$ cat src/rtl/overwrite_oldest_sample_fifo_assert.svh
// assertion macros for the overwrite-oldest sample fifo
// used by the datapath; the bodies are empty when SYNTHESIS is defined
`ifndef OVERWRITE_OLDEST_SAMPLE_FIFO_ASSERT_SVH
`define OVERWRITE_OLDEST_SAMPLE_FIFO_ASSERT_SVH
`ifndef SYNTHESIS
// property that must hold at every clock edge out of reset
`define OOSF_ASSERT_ALWAYS(lbl, clk, rst_n, prop, msg) \
	lbl: assert property (@(posedge clk) disable iff (!rst_n) (prop)) else $error(msg);
// antecedent in one cycle implies consequent in the next
`define OOSF_ASSERT_NEXT(lbl, clk, rst_n, ante, cons, msg) \
	lbl: assert property (@(posedge clk) disable iff (!rst_n) (ante) |=> (cons)) \
		else $error(msg);
`else
`define OOSF_ASSERT_ALWAYS(lbl, clk, rst_n, prop, msg)
`define OOSF_ASSERT_NEXT(lbl, clk, rst_n, ante, cons, msg)
`endif
`endif

$ cat src/rtl/oosf_pkg.sv
// shared types and constants of the overwrite-oldest sample fifo
// no dependencies; used by the interfaces, controller, datapath and top level
`default_nettype none

package oosf_pkg;

	// fixed field widths of the transaction payloads
	localparam int SAMPLE_FIELD_W = 64;
	localparam int LEVEL_W        = 7;
	localparam int DROP_W         = 32;
	localparam int STATUS_W       = 2;

	// operation codes
	localparam logic FUNC_PUSH = 1'b0;
	localparam logic FUNC_POP  = 1'b1;

	// result status codes
	localparam logic [STATUS_W-1:0] STS_PUSHED    = 2'd0;
	localparam logic [STATUS_W-1:0] STS_OVERWROTE = 2'd1;
	localparam logic [STATUS_W-1:0] STS_POPPED    = 2'd2;
	localparam logic [STATUS_W-1:0] STS_EMPTY     = 2'd3;

	// controller states, one-hot
	typedef enum logic [1:0] {
		ST_IDLE = 2'b01,
		ST_EXEC = 2'b10
	} state_t;

	// commands from controller to datapath
	typedef struct packed {
		logic capture; // latch the incoming operation, start the store read
		logic commit;  // apply the operation and load the result register
	} cmd_t;

endpackage

`default_nettype wire

$ cat src/rtl/oosf_if.sv
// valid/ready channel interfaces for operations in and results out
// depends on oosf_pkg for the payload widths
`default_nettype none

interface oosf_in_if;
	logic                                valid;
	logic                                ready;
	logic                                func;
	logic [oosf_pkg::SAMPLE_FIELD_W-1:0] sample_data;

	modport source (output valid, output func, output sample_data, input ready);
	modport sink (input valid, input func, input sample_data, output ready);
endinterface

interface oosf_out_if;
	logic                                valid;
	logic                                ready;
	logic [oosf_pkg::STATUS_W-1:0]       status;
	logic [oosf_pkg::SAMPLE_FIELD_W-1:0] popped_data;
	logic [oosf_pkg::LEVEL_W-1:0]        fill_level;
	logic [oosf_pkg::DROP_W-1:0]         dropped_total;
	logic [oosf_pkg::LEVEL_W-1:0]        peak_fill;

	modport source (output valid, output status, output popped_data, output fill_level,
		output dropped_total, output peak_fill, input ready);
	modport sink (input valid, input status, input popped_data, input fill_level,
		input dropped_total, input peak_fill, output ready);
endinterface

`default_nettype wire

$ cat src/rtl/oosf_ram.sv
// generic single-write, single-read ram with registered read data
// no dependencies
`default_nettype none

module oosf_ram #(
	parameter int WIDTH = 64,
	parameter int DEPTH = 64
) (
	input  wire logic                     clk,
	input  wire logic                     we,
	input  wire logic [$clog2(DEPTH)-1:0] waddr,
	input  wire logic [WIDTH-1:0]         wdata,
	input  wire logic                     re,
	input  wire logic [$clog2(DEPTH)-1:0] raddr,
	output logic      [WIDTH-1:0]         rdata
);

	logic [WIDTH-1:0] mem_q [DEPTH];

	// write port
	always_ff @(posedge clk) begin
		if (we) begin
			mem_q[waddr] <= wdata;
		end
	end

	// registered read port
	always_ff @(posedge clk) begin
		if (re) begin
			rdata <= mem_q[raddr];
		end
	end

endmodule

`default_nettype wire

$ cat src/rtl/oosf_ctrl.sv
// controller: channel handshakes, operation sequencing, result valid flag
// depends on oosf_pkg
`default_nettype none

module oosf_ctrl (
	input  wire logic           clk,
	input  wire logic           arst_n,
	input  wire logic           in_valid,
	output logic                in_ready,
	output logic                out_valid,
	input  wire logic           out_ready,
	output oosf_pkg::cmd_t      cmd
);

	oosf_pkg::state_t state_q;
	oosf_pkg::state_t state_d;
	logic             out_valid_q;
	logic             out_free;

	// a new operation is taken whenever no operation is in flight
	assign in_ready    = (state_q == oosf_pkg::ST_IDLE);
	assign out_free    = !out_valid_q || out_ready;
	assign cmd.capture = in_valid && in_ready;
	assign cmd.commit  = (state_q == oosf_pkg::ST_EXEC) && out_free;
	assign out_valid   = out_valid_q;

	// next state
	always_comb begin
		state_d = state_q;
		case (state_q)
			oosf_pkg::ST_IDLE: begin
				if (cmd.capture) begin
					state_d = oosf_pkg::ST_EXEC;
				end
			end
			oosf_pkg::ST_EXEC: begin
				if (cmd.commit) begin
					state_d = oosf_pkg::ST_IDLE;
				end
			end
			default: begin
				state_d = oosf_pkg::ST_IDLE;
			end
		endcase
	end

	// state and result valid registers
	always_ff @(posedge clk or negedge arst_n) begin
		if (!arst_n) begin
			state_q     <= oosf_pkg::ST_IDLE;
			out_valid_q <= 1'b0;
		end else begin
			state_q <= state_d;
			if (cmd.commit) begin
				out_valid_q <= 1'b1;
			end else if (out_ready) begin
				out_valid_q <= 1'b0;
			end
		end
	end

endmodule

`default_nettype wire

$ cat src/rtl/oosf_dp.sv
// datapath: pointers, fill count, drop counter, watermark, sample store, result register
// depends on oosf_pkg, oosf_ram and the assertion macro header
`default_nettype none
`include "overwrite_oldest_sample_fifo_assert.svh"

module oosf_dp #(
	parameter int DEPTH        = 64,
	parameter int SAMPLE_WIDTH = 64
) (
	input  wire logic                                  clk,
	input  wire logic                                  arst_n,
	input  wire oosf_pkg::cmd_t                        cmd,
	input  wire logic                                  func,
	input  wire logic [oosf_pkg::SAMPLE_FIELD_W-1:0]   sample_data,
	output logic      [oosf_pkg::STATUS_W-1:0]         status,
	output logic      [oosf_pkg::SAMPLE_FIELD_W-1:0]   popped_data,
	output logic      [oosf_pkg::LEVEL_W-1:0]          fill_level,
	output logic      [oosf_pkg::DROP_W-1:0]           dropped_total,
	output logic      [oosf_pkg::LEVEL_W-1:0]          peak_fill
);

	localparam int PTR_W  = $clog2(DEPTH);
	localparam int CNT_W  = $clog2(DEPTH + 1);
	localparam int WIDE_W = (CNT_W > oosf_pkg::LEVEL_W) ? CNT_W : oosf_pkg::LEVEL_W;

	localparam logic [PTR_W-1:0] PTR_LAST = PTR_W'(DEPTH - 1);
	localparam logic [CNT_W-1:0] CNT_FULL = CNT_W'(DEPTH);

	// operation latched at capture
	logic                    op_pop_s1;
	logic [SAMPLE_WIDTH-1:0] op_data_s1;

	// buffer state
	logic [PTR_W-1:0]            wr_ptr_q;
	logic [PTR_W-1:0]            rd_ptr_q;
	logic [CNT_W-1:0]            cnt_q;
	logic [CNT_W-1:0]            peak_q;
	logic [oosf_pkg::DROP_W-1:0] drop_cnt_q;

	// result register
	logic [oosf_pkg::STATUS_W-1:0]       status_q;
	logic [oosf_pkg::SAMPLE_FIELD_W-1:0] sample_q;
	logic [oosf_pkg::LEVEL_W-1:0]        fill_q;
	logic [oosf_pkg::DROP_W-1:0]         drop_out_q;
	logic [oosf_pkg::LEVEL_W-1:0]        peak_out_q;

	// next-state values
	logic                                full;
	logic                                empty;
	logic [PTR_W-1:0]                    wr_ptr_inc;
	logic [PTR_W-1:0]                    rd_ptr_inc;
	logic [PTR_W-1:0]                    wr_ptr_d;
	logic [PTR_W-1:0]                    rd_ptr_d;
	logic [CNT_W-1:0]                    cnt_d;
	logic [CNT_W-1:0]                    peak_d;
	logic [oosf_pkg::DROP_W-1:0]         drop_d;
	logic [oosf_pkg::STATUS_W-1:0]       status_d;
	logic [oosf_pkg::SAMPLE_FIELD_W-1:0] sample_d;
	logic [WIDE_W-1:0]                   cnt_wide;
	logic [WIDE_W-1:0]                   peak_wide;
	logic                                mem_we;
	logic [SAMPLE_WIDTH-1:0]             mem_rdata;

	// sample store: read at capture, written at commit of a push
	assign mem_we = cmd.commit && !op_pop_s1;

	oosf_ram #(
		.WIDTH (SAMPLE_WIDTH),
		.DEPTH (DEPTH)
	) u_store (
		.clk   (clk),
		.we    (mem_we),
		.waddr (wr_ptr_q),
		.wdata (op_data_s1),
		.re    (cmd.capture),
		.raddr (rd_ptr_q),
		.rdata (mem_rdata)
	);

	// latch the operation
	always_ff @(posedge clk) begin
		if (cmd.capture) begin
			op_pop_s1  <= (func == oosf_pkg::FUNC_POP);
			op_data_s1 <= sample_data[SAMPLE_WIDTH-1:0];
		end
	end

	// pointer wrap
	assign full       = (cnt_q == CNT_FULL);
	assign empty      = (cnt_q == '0);
	assign wr_ptr_inc = (wr_ptr_q == PTR_LAST) ? '0 : wr_ptr_q + PTR_W'(1);
	assign rd_ptr_inc = (rd_ptr_q == PTR_LAST) ? '0 : rd_ptr_q + PTR_W'(1);

	// operation outcome
	always_comb begin
		wr_ptr_d = wr_ptr_q;
		rd_ptr_d = rd_ptr_q;
		cnt_d    = cnt_q;
		drop_d   = drop_cnt_q;
		peak_d   = peak_q;
		sample_d = '0;
		if (!op_pop_s1) begin
			wr_ptr_d = wr_ptr_inc;
			if (full) begin
				// oldest entry gives way to the new sample
				status_d = oosf_pkg::STS_OVERWROTE;
				rd_ptr_d = rd_ptr_inc;
				drop_d   = drop_cnt_q + oosf_pkg::DROP_W'(1);
			end else begin
				status_d = oosf_pkg::STS_PUSHED;
				cnt_d    = cnt_q + CNT_W'(1);
			end
			if (cnt_d > peak_q) begin
				peak_d = cnt_d;
			end
		end else if (!empty) begin
			status_d = oosf_pkg::STS_POPPED;
			sample_d = oosf_pkg::SAMPLE_FIELD_W'(mem_rdata);
			rd_ptr_d = rd_ptr_inc;
			cnt_d    = cnt_q - CNT_W'(1);
		end else begin
			status_d = oosf_pkg::STS_EMPTY;
		end
	end

	// levels reported modulo 128
	assign cnt_wide  = WIDE_W'(cnt_d);
	assign peak_wide = WIDE_W'(peak_d);

	// buffer state registers
	always_ff @(posedge clk or negedge arst_n) begin
		if (!arst_n) begin
			wr_ptr_q   <= '0;
			rd_ptr_q   <= '0;
			cnt_q      <= '0;
			peak_q     <= '0;
			drop_cnt_q <= '0;
		end else if (cmd.commit) begin
			wr_ptr_q   <= wr_ptr_d;
			rd_ptr_q   <= rd_ptr_d;
			cnt_q      <= cnt_d;
			peak_q     <= peak_d;
			drop_cnt_q <= drop_d;
		end
	end

	// result register
	always_ff @(posedge clk) begin
		if (cmd.commit) begin
			status_q   <= status_d;
			sample_q   <= sample_d;
			fill_q     <= cnt_wide[oosf_pkg::LEVEL_W-1:0];
			drop_out_q <= drop_d;
			peak_out_q <= peak_wide[oosf_pkg::LEVEL_W-1:0];
		end
	end

	assign status        = status_q;
	assign popped_data   = sample_q;
	assign fill_level    = fill_q;
	assign dropped_total = drop_out_q;
	assign peak_fill     = peak_out_q;

	// checks
	`OOSF_ASSERT_ALWAYS(a_cnt_in_range, clk, arst_n, cnt_q <= CNT_FULL, "fill count above depth")
	`OOSF_ASSERT_ALWAYS(a_ptr_meet, clk, arst_n, (!empty && !full) || (wr_ptr_q == rd_ptr_q), "pointers disagree with fill count")
	`OOSF_ASSERT_ALWAYS(a_peak_ge_cnt, clk, arst_n, peak_q >= cnt_q, "watermark below fill count")
	`OOSF_ASSERT_NEXT(a_drop_hold, clk, arst_n, !cmd.commit, $stable(drop_cnt_q), "drop counter moved without an operation")
	`OOSF_ASSERT_NEXT(a_drop_step, clk, arst_n, cmd.commit, (drop_cnt_q == $past(drop_cnt_q)) || (drop_cnt_q == $past(drop_cnt_q) + oosf_pkg::DROP_W'(1)), "drop counter jumped")

endmodule

`default_nettype wire

$ cat src/rtl/overwrite_oldest_sample_fifo.sv
// top level of the overwrite-oldest sample fifo
// depends on oosf_pkg, oosf_if, oosf_ctrl, oosf_dp (and through it oosf_ram)
//
// Usage:
//   in_ch carries one operation per transaction: func 0 pushes sample_data
//   (low SAMPLE_WIDTH bits kept), func 1 pops the oldest stored sample.
//   out_ch returns exactly one result per operation: status, popped sample
//   (zero unless popped), fill level, dropped count and peak fill level.
//   A push into a full buffer overwrites the oldest sample and counts it.
//   out_ch.valid is registered and rises when the operation commits, which
//   follows the accepting edge as soon as out_ch is free to take a result.
//   The sample store has a registered read port, so an operation is read at
//   capture and committed after it; no new operation is taken until it commits.
//   in_ch.ready stays high while a finished result waits on out_ch, so the next
//   operation is read ahead; it commits once out_ch frees up.
//   When the receiver stalls, the result holds and at most one further operation
//   waits inside, then in_ch.ready drops.
//   Reset empties the buffer and clears the drop count and watermark at once;
//   store contents are not cleared, since an entry is only read after a write.
`default_nettype none

module overwrite_oldest_sample_fifo #(
	parameter int DEPTH        = 64,
	parameter int SAMPLE_WIDTH = 64
) (
	input wire logic    clk,
	input wire logic    arst_n,
	oosf_in_if.sink     in_ch,
	oosf_out_if.source  out_ch
);

	oosf_pkg::cmd_t cmd;

	// sequencing and handshakes
	oosf_ctrl u_ctrl (
		.clk       (clk),
		.arst_n    (arst_n),
		.in_valid  (in_ch.valid),
		.in_ready  (in_ch.ready),
		.out_valid (out_ch.valid),
		.out_ready (out_ch.ready),
		.cmd       (cmd)
	);

	// buffer state and result payload
	oosf_dp #(
		.DEPTH        (DEPTH),
		.SAMPLE_WIDTH (SAMPLE_WIDTH)
	) u_dp (
		.clk           (clk),
		.arst_n        (arst_n),
		.cmd           (cmd),
		.func          (in_ch.func),
		.sample_data   (in_ch.sample_data),
		.status        (out_ch.status),
		.popped_data   (out_ch.popped_data),
		.fill_level    (out_ch.fill_level),
		.dropped_total (out_ch.dropped_total),
		.peak_fill     (out_ch.peak_fill)
	);

endmodule

`default_nettype wire

$ cat src/flat_wrapper.sv
// flat-port wrapper written by rule: the top's interface ports become plain ports
module overwrite_oldest_sample_fifo_flat 
#(
	parameter int DEPTH        = 64,
	parameter int SAMPLE_WIDTH = 64
)
  (clk, arst_n, in_ch_valid, in_ch_func, in_ch_sample_data, in_ch_ready, out_ch_valid, out_ch_status, out_ch_popped_data, out_ch_fill_level, out_ch_dropped_total, out_ch_peak_fill, out_ch_ready);
  oosf_in_if in_ch_i ();
  oosf_out_if out_ch_i ();
  input wire logic clk;
  input wire logic arst_n;
  input wire logic [$bits(in_ch_i.valid)-1:0] in_ch_valid;
  input wire logic [$bits(in_ch_i.func)-1:0] in_ch_func;
  input wire logic [$bits(in_ch_i.sample_data)-1:0] in_ch_sample_data;
  output wire logic [$bits(in_ch_i.ready)-1:0] in_ch_ready;
  output wire logic [$bits(out_ch_i.valid)-1:0] out_ch_valid;
  output wire logic [$bits(out_ch_i.status)-1:0] out_ch_status;
  output wire logic [$bits(out_ch_i.popped_data)-1:0] out_ch_popped_data;
  output wire logic [$bits(out_ch_i.fill_level)-1:0] out_ch_fill_level;
  output wire logic [$bits(out_ch_i.dropped_total)-1:0] out_ch_dropped_total;
  output wire logic [$bits(out_ch_i.peak_fill)-1:0] out_ch_peak_fill;
  input wire logic [$bits(out_ch_i.ready)-1:0] out_ch_ready;
  assign in_ch_i.valid = in_ch_valid;
  assign in_ch_i.func = in_ch_func;
  assign in_ch_i.sample_data = in_ch_sample_data;
  assign in_ch_ready = in_ch_i.ready;
  assign out_ch_valid = out_ch_i.valid;
  assign out_ch_status = out_ch_i.status;
  assign out_ch_popped_data = out_ch_i.popped_data;
  assign out_ch_fill_level = out_ch_i.fill_level;
  assign out_ch_dropped_total = out_ch_i.dropped_total;
  assign out_ch_peak_fill = out_ch_i.peak_fill;
  assign out_ch_i.ready = out_ch_ready;
  overwrite_oldest_sample_fifo #(.DEPTH(DEPTH), .SAMPLE_WIDTH(SAMPLE_WIDTH)) u_core (.clk(clk), .arst_n(arst_n), .in_ch(in_ch_i), .out_ch(out_ch_i));
endmodule
$ cat config.mk
export PLATFORM = sky130hd
export DESIGN_NAME = overwrite_oldest_sample_fifo_flat
export DESIGN_NICKNAME = d
export VERILOG_FILES = /design/src/rtl/oosf_pkg.sv /design/src/rtl/oosf_if.sv /design/src/rtl/oosf_ram.sv /design/src/rtl/oosf_ctrl.sv /design/src/rtl/oosf_dp.sv /design/src/rtl/overwrite_oldest_sample_fifo.sv /design/src/flat_wrapper.sv
export VERILOG_INCLUDE_DIRS = /design/src /design/src/rtl
export SDC_FILE = /design/constraint.sdc
export NUM_CORES = 2
export LEC_CHECK = 0
export BUFFER_PORTS_ARGS = -buffer_cell sky130_fd_sc_hd__buf_2
export CORE_ASPECT_RATIO = 1.75
export CORE_MARGIN = 2
export CORE_UTILIZATION = 48
export CTS_CLUSTER_DIAMETER = 30
export DETAILED_ROUTE_END_ITERATION = 8
export PLACE_DENSITY = 0.71
export SETUP_SLACK_MARGIN = 0.3
export SLEW_MARGIN = 20
export SYNTH_ARGS = -nofsm -noshare
export SYNTH_HDL_FRONTEND = slang
export SYNTH_HIERARCHICAL = 1
export SYNTH_SLANG_ARGS = --single-unit
$ cat constraint.sdc
create_clock -name clk -period 17.26 [get_ports clk]
set_input_delay 3.452 -clock clk [delete_from_list [all_inputs] [get_ports clk]]
set_output_delay 3.452 -clock clk [all_outputs]
set_load 0.005 [all_outputs]
==> impl_metrics.env <==
export IMPL_final_cell_area_um2=190000
export IMPL_num_fill_cells=25100
export IMPL_final_common_cell="edfxtp_1"
export IMPL_final_cell_mix="4337 x edfxtp_1, 1024 x mux4_2, 474 x clkbuf_16, 231 x buf_4, 182 x buf_2"
export IMPL_cp_depth=10
export IMPL_p_clk_frac=0.354
export IMPL_antenna_found_initial=40
export IMPL_io_buffer_count=182
export IMPL_power_density_nw_per_um2=152
export IMPL_dp_cells=11900
export IMPL_power_frac_comb=0.225
export IMPL_via_per_inst=6.24
export IMPL_reg2regPathDepth=9
export IMPL_drc=0
export IMPL_initial_utilization=0.482
export IMPL_place_congestion=0.830
export IMPL_worst_setup_path_start_kind="input port"
export IMPL_post_cts_resized=0
export IMPL_cp_data_arrival_time_ns=7.07
export IMPL_setup_tns_ns=0
export IMPL_io_pins=183
export IMPL_finalSetupViolations=0
export IMPL_slowest_stage="nor2_4"
export IMPL_row_count=286
export IMPL_vias=80100
export IMPL_htreeDepth=5
export IMPL_cts_tree="built"
export IMPL_end_kind="flop"
export IMPL_drtIter0Drc=10300
export IMPL_run_status="finished, final reports clean"
export IMPL_area_growth_pct=14.1
export IMPL_die_h_um=784
export IMPL_clk_path_buf_depth=4
export IMPL_placed_area_um2=174000
export IMPL_ys_seq_area_frac=0.790
export IMPL_cp_top_family="simple AND/OR/NAND/NOR gates"
export IMPL_ant_nets=0
export IMPL_holdCritStartpoint="u_core/u_dp/drop_cnt_q[31]"
export IMPL_rsz0062_at_grt="false"
export IMPL_ys_seq_elements=4398
export IMPL_postCtsSetupBuffers=0
export IMPL_drive_gt1_frac=0.292
export IMPL_p_sw_mw=8.38
export IMPL_max_stage_delay_ns=0.86
export IMPL_intPower_mw=20.5
export IMPL_postSynthAreaPerCell_um2=22.9
export IMPL_fin_crit_ns=6.48
export IMPL_whs_ns=0.503
export IMPL_track_usage=0.233
export IMPL_finClkSkew_ns=0.0550
export IMPL_drv_cap=0
export IMPL_switching_share=0.290
export IMPL_r2r_end="u_core/u_dp/u_store/rdata[21]"
export IMPL_crit_type="input port to flop"
export IMPL_cts_root_buffer="clkbuf_16"
export IMPL_fmax_mhz=154
export IMPL_crit_path_cell_trace="buf_2 > nand2b_1 > nor2b_4 > nand2b_1 > inv_2 > nor2b_1 > nand2_1 > buf_4 > nor2_4 > buf_4"
export IMPL_synth_edf_count=4337
export IMPL_nets=7888
export IMPL_cts_sinks=4398
export IMPL_p_leak_nw=59.5
export IMPL_grt_pass1_vias=81600
export IMPL_hold_class="flop to flop"
export IMPL_cts_inserted_buffers=470
export IMPL_endpoint="u_core/u_dp/u_store/mem_q[12][26]"
export IMPL_routedWlPerCell_um=32.3
export IMPL_hold_buffers=0
export IMPL_grt_max_degree=101
export IMPL_syn_nets=7383
export IMPL_finalHoldViolations=0
export IMPL_critPathBufInv=4
export IMPL_dr_pass1_iters=6
export IMPL_crit_start="out_ch_ready"
export IMPL_synth_flop_cell="edfxtp_1"
export IMPL_fin_crit_sh=0.376
export IMPL_worstSkewPairLatency_ns=0.99
export IMPL_synthDistinctLibCells=58
export IMPL_r2r_start="u_core/u_dp/rd_ptr_q[0]"
export IMPL_seq_power_share=0.422
export IMPL_grt_first_pass_wirelength_mm=593
export IMPL_clk_pin_slew_ns=0.06
export IMPL_grt_ovfl_total=0
export IMPL_ys_async_sr_fraction=0.0139
export IMPL_final_instance_count_excl_fill=12800
export IMPL_vdd_drop_max_mv=0.117
export IMPL_mappedNetlistArea_um2=167000
export IMPL_wl_mm=415
export IMPL_die_x_um=450
export IMPL_postSynthCellCount=7302
export IMPL_crit_path_max_fanout=36
export IMPL_dieArea_um2=353000
export IMPL_rrSetupSlack_ns=10.78
export IMPL_report_final_slew_viol_count=0
export IMPL_synth_warnings=6
export IMPL_total_power_mw=28.9
export IMPL_tightestPinTransition_ns=1.19
export IMPL_cp_required_ns=17.85
export IMPL_core_area_um2=346000
export IMPL_worst_slew_margin_rel=0.204
export IMPL_hpwl_mm=246
[flip-flops by register name, summed over array words and instances (netlist names), 2 cells and up]
register	count
u_core/u_ctrl/state_q	2
u_core/u_dp/cnt_q	7
u_core/u_dp/drop_cnt_q	32
u_core/u_dp/dropped_total	32
u_core/u_dp/fill_level	7
u_core/u_dp/op_data_s1	64
u_core/u_dp/peak_fill	7
u_core/u_dp/peak_q	7
u_core/u_dp/popped_data	64
u_core/u_dp/rd_ptr_q	6
u_core/u_dp/status	2
u_core/u_dp/u_store/mem_q	4096
u_core/u_dp/u_store/rdata	64
u_core/u_dp/wr_ptr_q	6
[stage by stage]
stage / setup WS, ns / util
after floorplan: 2.30 / -
after global placement: 9.83 / 0.503
after detailed placement: 9.92 / 0.503
after CTS: 10.68 / 0.549
after global routing: 10.23 / 0.550
final: 10.78 / 0.550
[metal layers]
layer / share of wire / track usage / vias up
met5: 0.00021 / 0 / -
met4: 0.041 / 0.0890 / 12
met3: 0.084 / 0.0357 / 735
met2: 0.52 / 0.408 / 4367
met1: 0.35 / 0.292 / 42700
li1: - / - / 32200
[Yosys cell counts (32+ instances only)]
cell	instances	area share
nand2_1	92	0.0021
and3_1	71	0.0027
nor2_1	131	0.0029
o22ai_1	86	0.0032
mux4_2	1024	0.14
o221ai_1	39	0.0020
nor2b_1	32	0.0012
and2_1	68	0.0025
or3_1	36	0.0013
inv_1	44	0.00099
nand3_1	72	0.0022
edfxtp_1	4337	0.78
clkbuf_1	165	0.0037
a211oi_1	63	0.0028
buf_2	175	0.0052
buf_4	34	0.0015
xnor2_1	58	0.0030
mux2i_1	139	0.0083
dfrtp_1	60	0.0090
a22oi_1	170	0.0076
a22o_1	90	0.0047
[power by group through the flow]
| stage | Sequential, mW | Combinational, mW | Clock, mW |
|---|---|---|---|
| finish | 12.2 | 6.49 | 10.2 |
| global route | 12.2 | 6.81 | 10.7 |
| CTS | 12.2 | 6.56 | 10.4 |
| detailed placement | 12.4 | 6.53 | 0 |
| global placement | 12.4 | 6.45 | 0 |
| floorplan | 12.4 | 4.43 | 0 |
[worst min-delay path by stage]
stage / endpoint / slack (ns) / depth (start not counted)
5_1_grt: u_core/u_dp/drop_cnt_q[31] / 0.53 / 1
3_3_place_gp: u_core/u_dp/drop_cnt_q[31] / 0.48 / 1
3_5_place_dp: u_core/u_dp/drop_cnt_q[31] / 0.50 / 1
2_1_floorplan: u_core/u_dp/drop_cnt_q[31] / 0.47 / 1
4_1_cts: u_core/u_dp/drop_cnt_q[31] / 0.51 / 1
6_report: u_core/u_dp/drop_cnt_q[31] / 0.50 / 1
[kinds of logic after synthesis]
logic type | after synthesis | share of synthesized area
xor gates and xnor gates | 80 | 0.00420
buffers and inverters | 446 | 0.0124
DFF | 4398 | 0.790
AOI/OAI and AO/OA | 563 | 0.0255
adders and majority gates | 12 | 0.000900
muxes | 1178 | 0.148
and+or+nand+nor | 625 | 0.0197
[layout make-up]
| cell class | instances | area, um^2 | area share |
|---|---|---|---|
| multi-input cells | 2458 | 33600 | 0.176 |
| clock inverters | 367 | 4030 | 0.0212 |
| diodes | 11 | 27.5 | 0.000145 |
| flip-flops and latches | 4398 | 132000 | 0.692 |
| well taps | 4608 | 5770 | 0.0303 |
| repair buffers | 434 | 3050 | 0.0160 |
| clock buffers | 511 | 12000 | 0.0631 |
| inverters | 45 | 169 | 0.000887 |
Power figures use the tool's default switching activity.
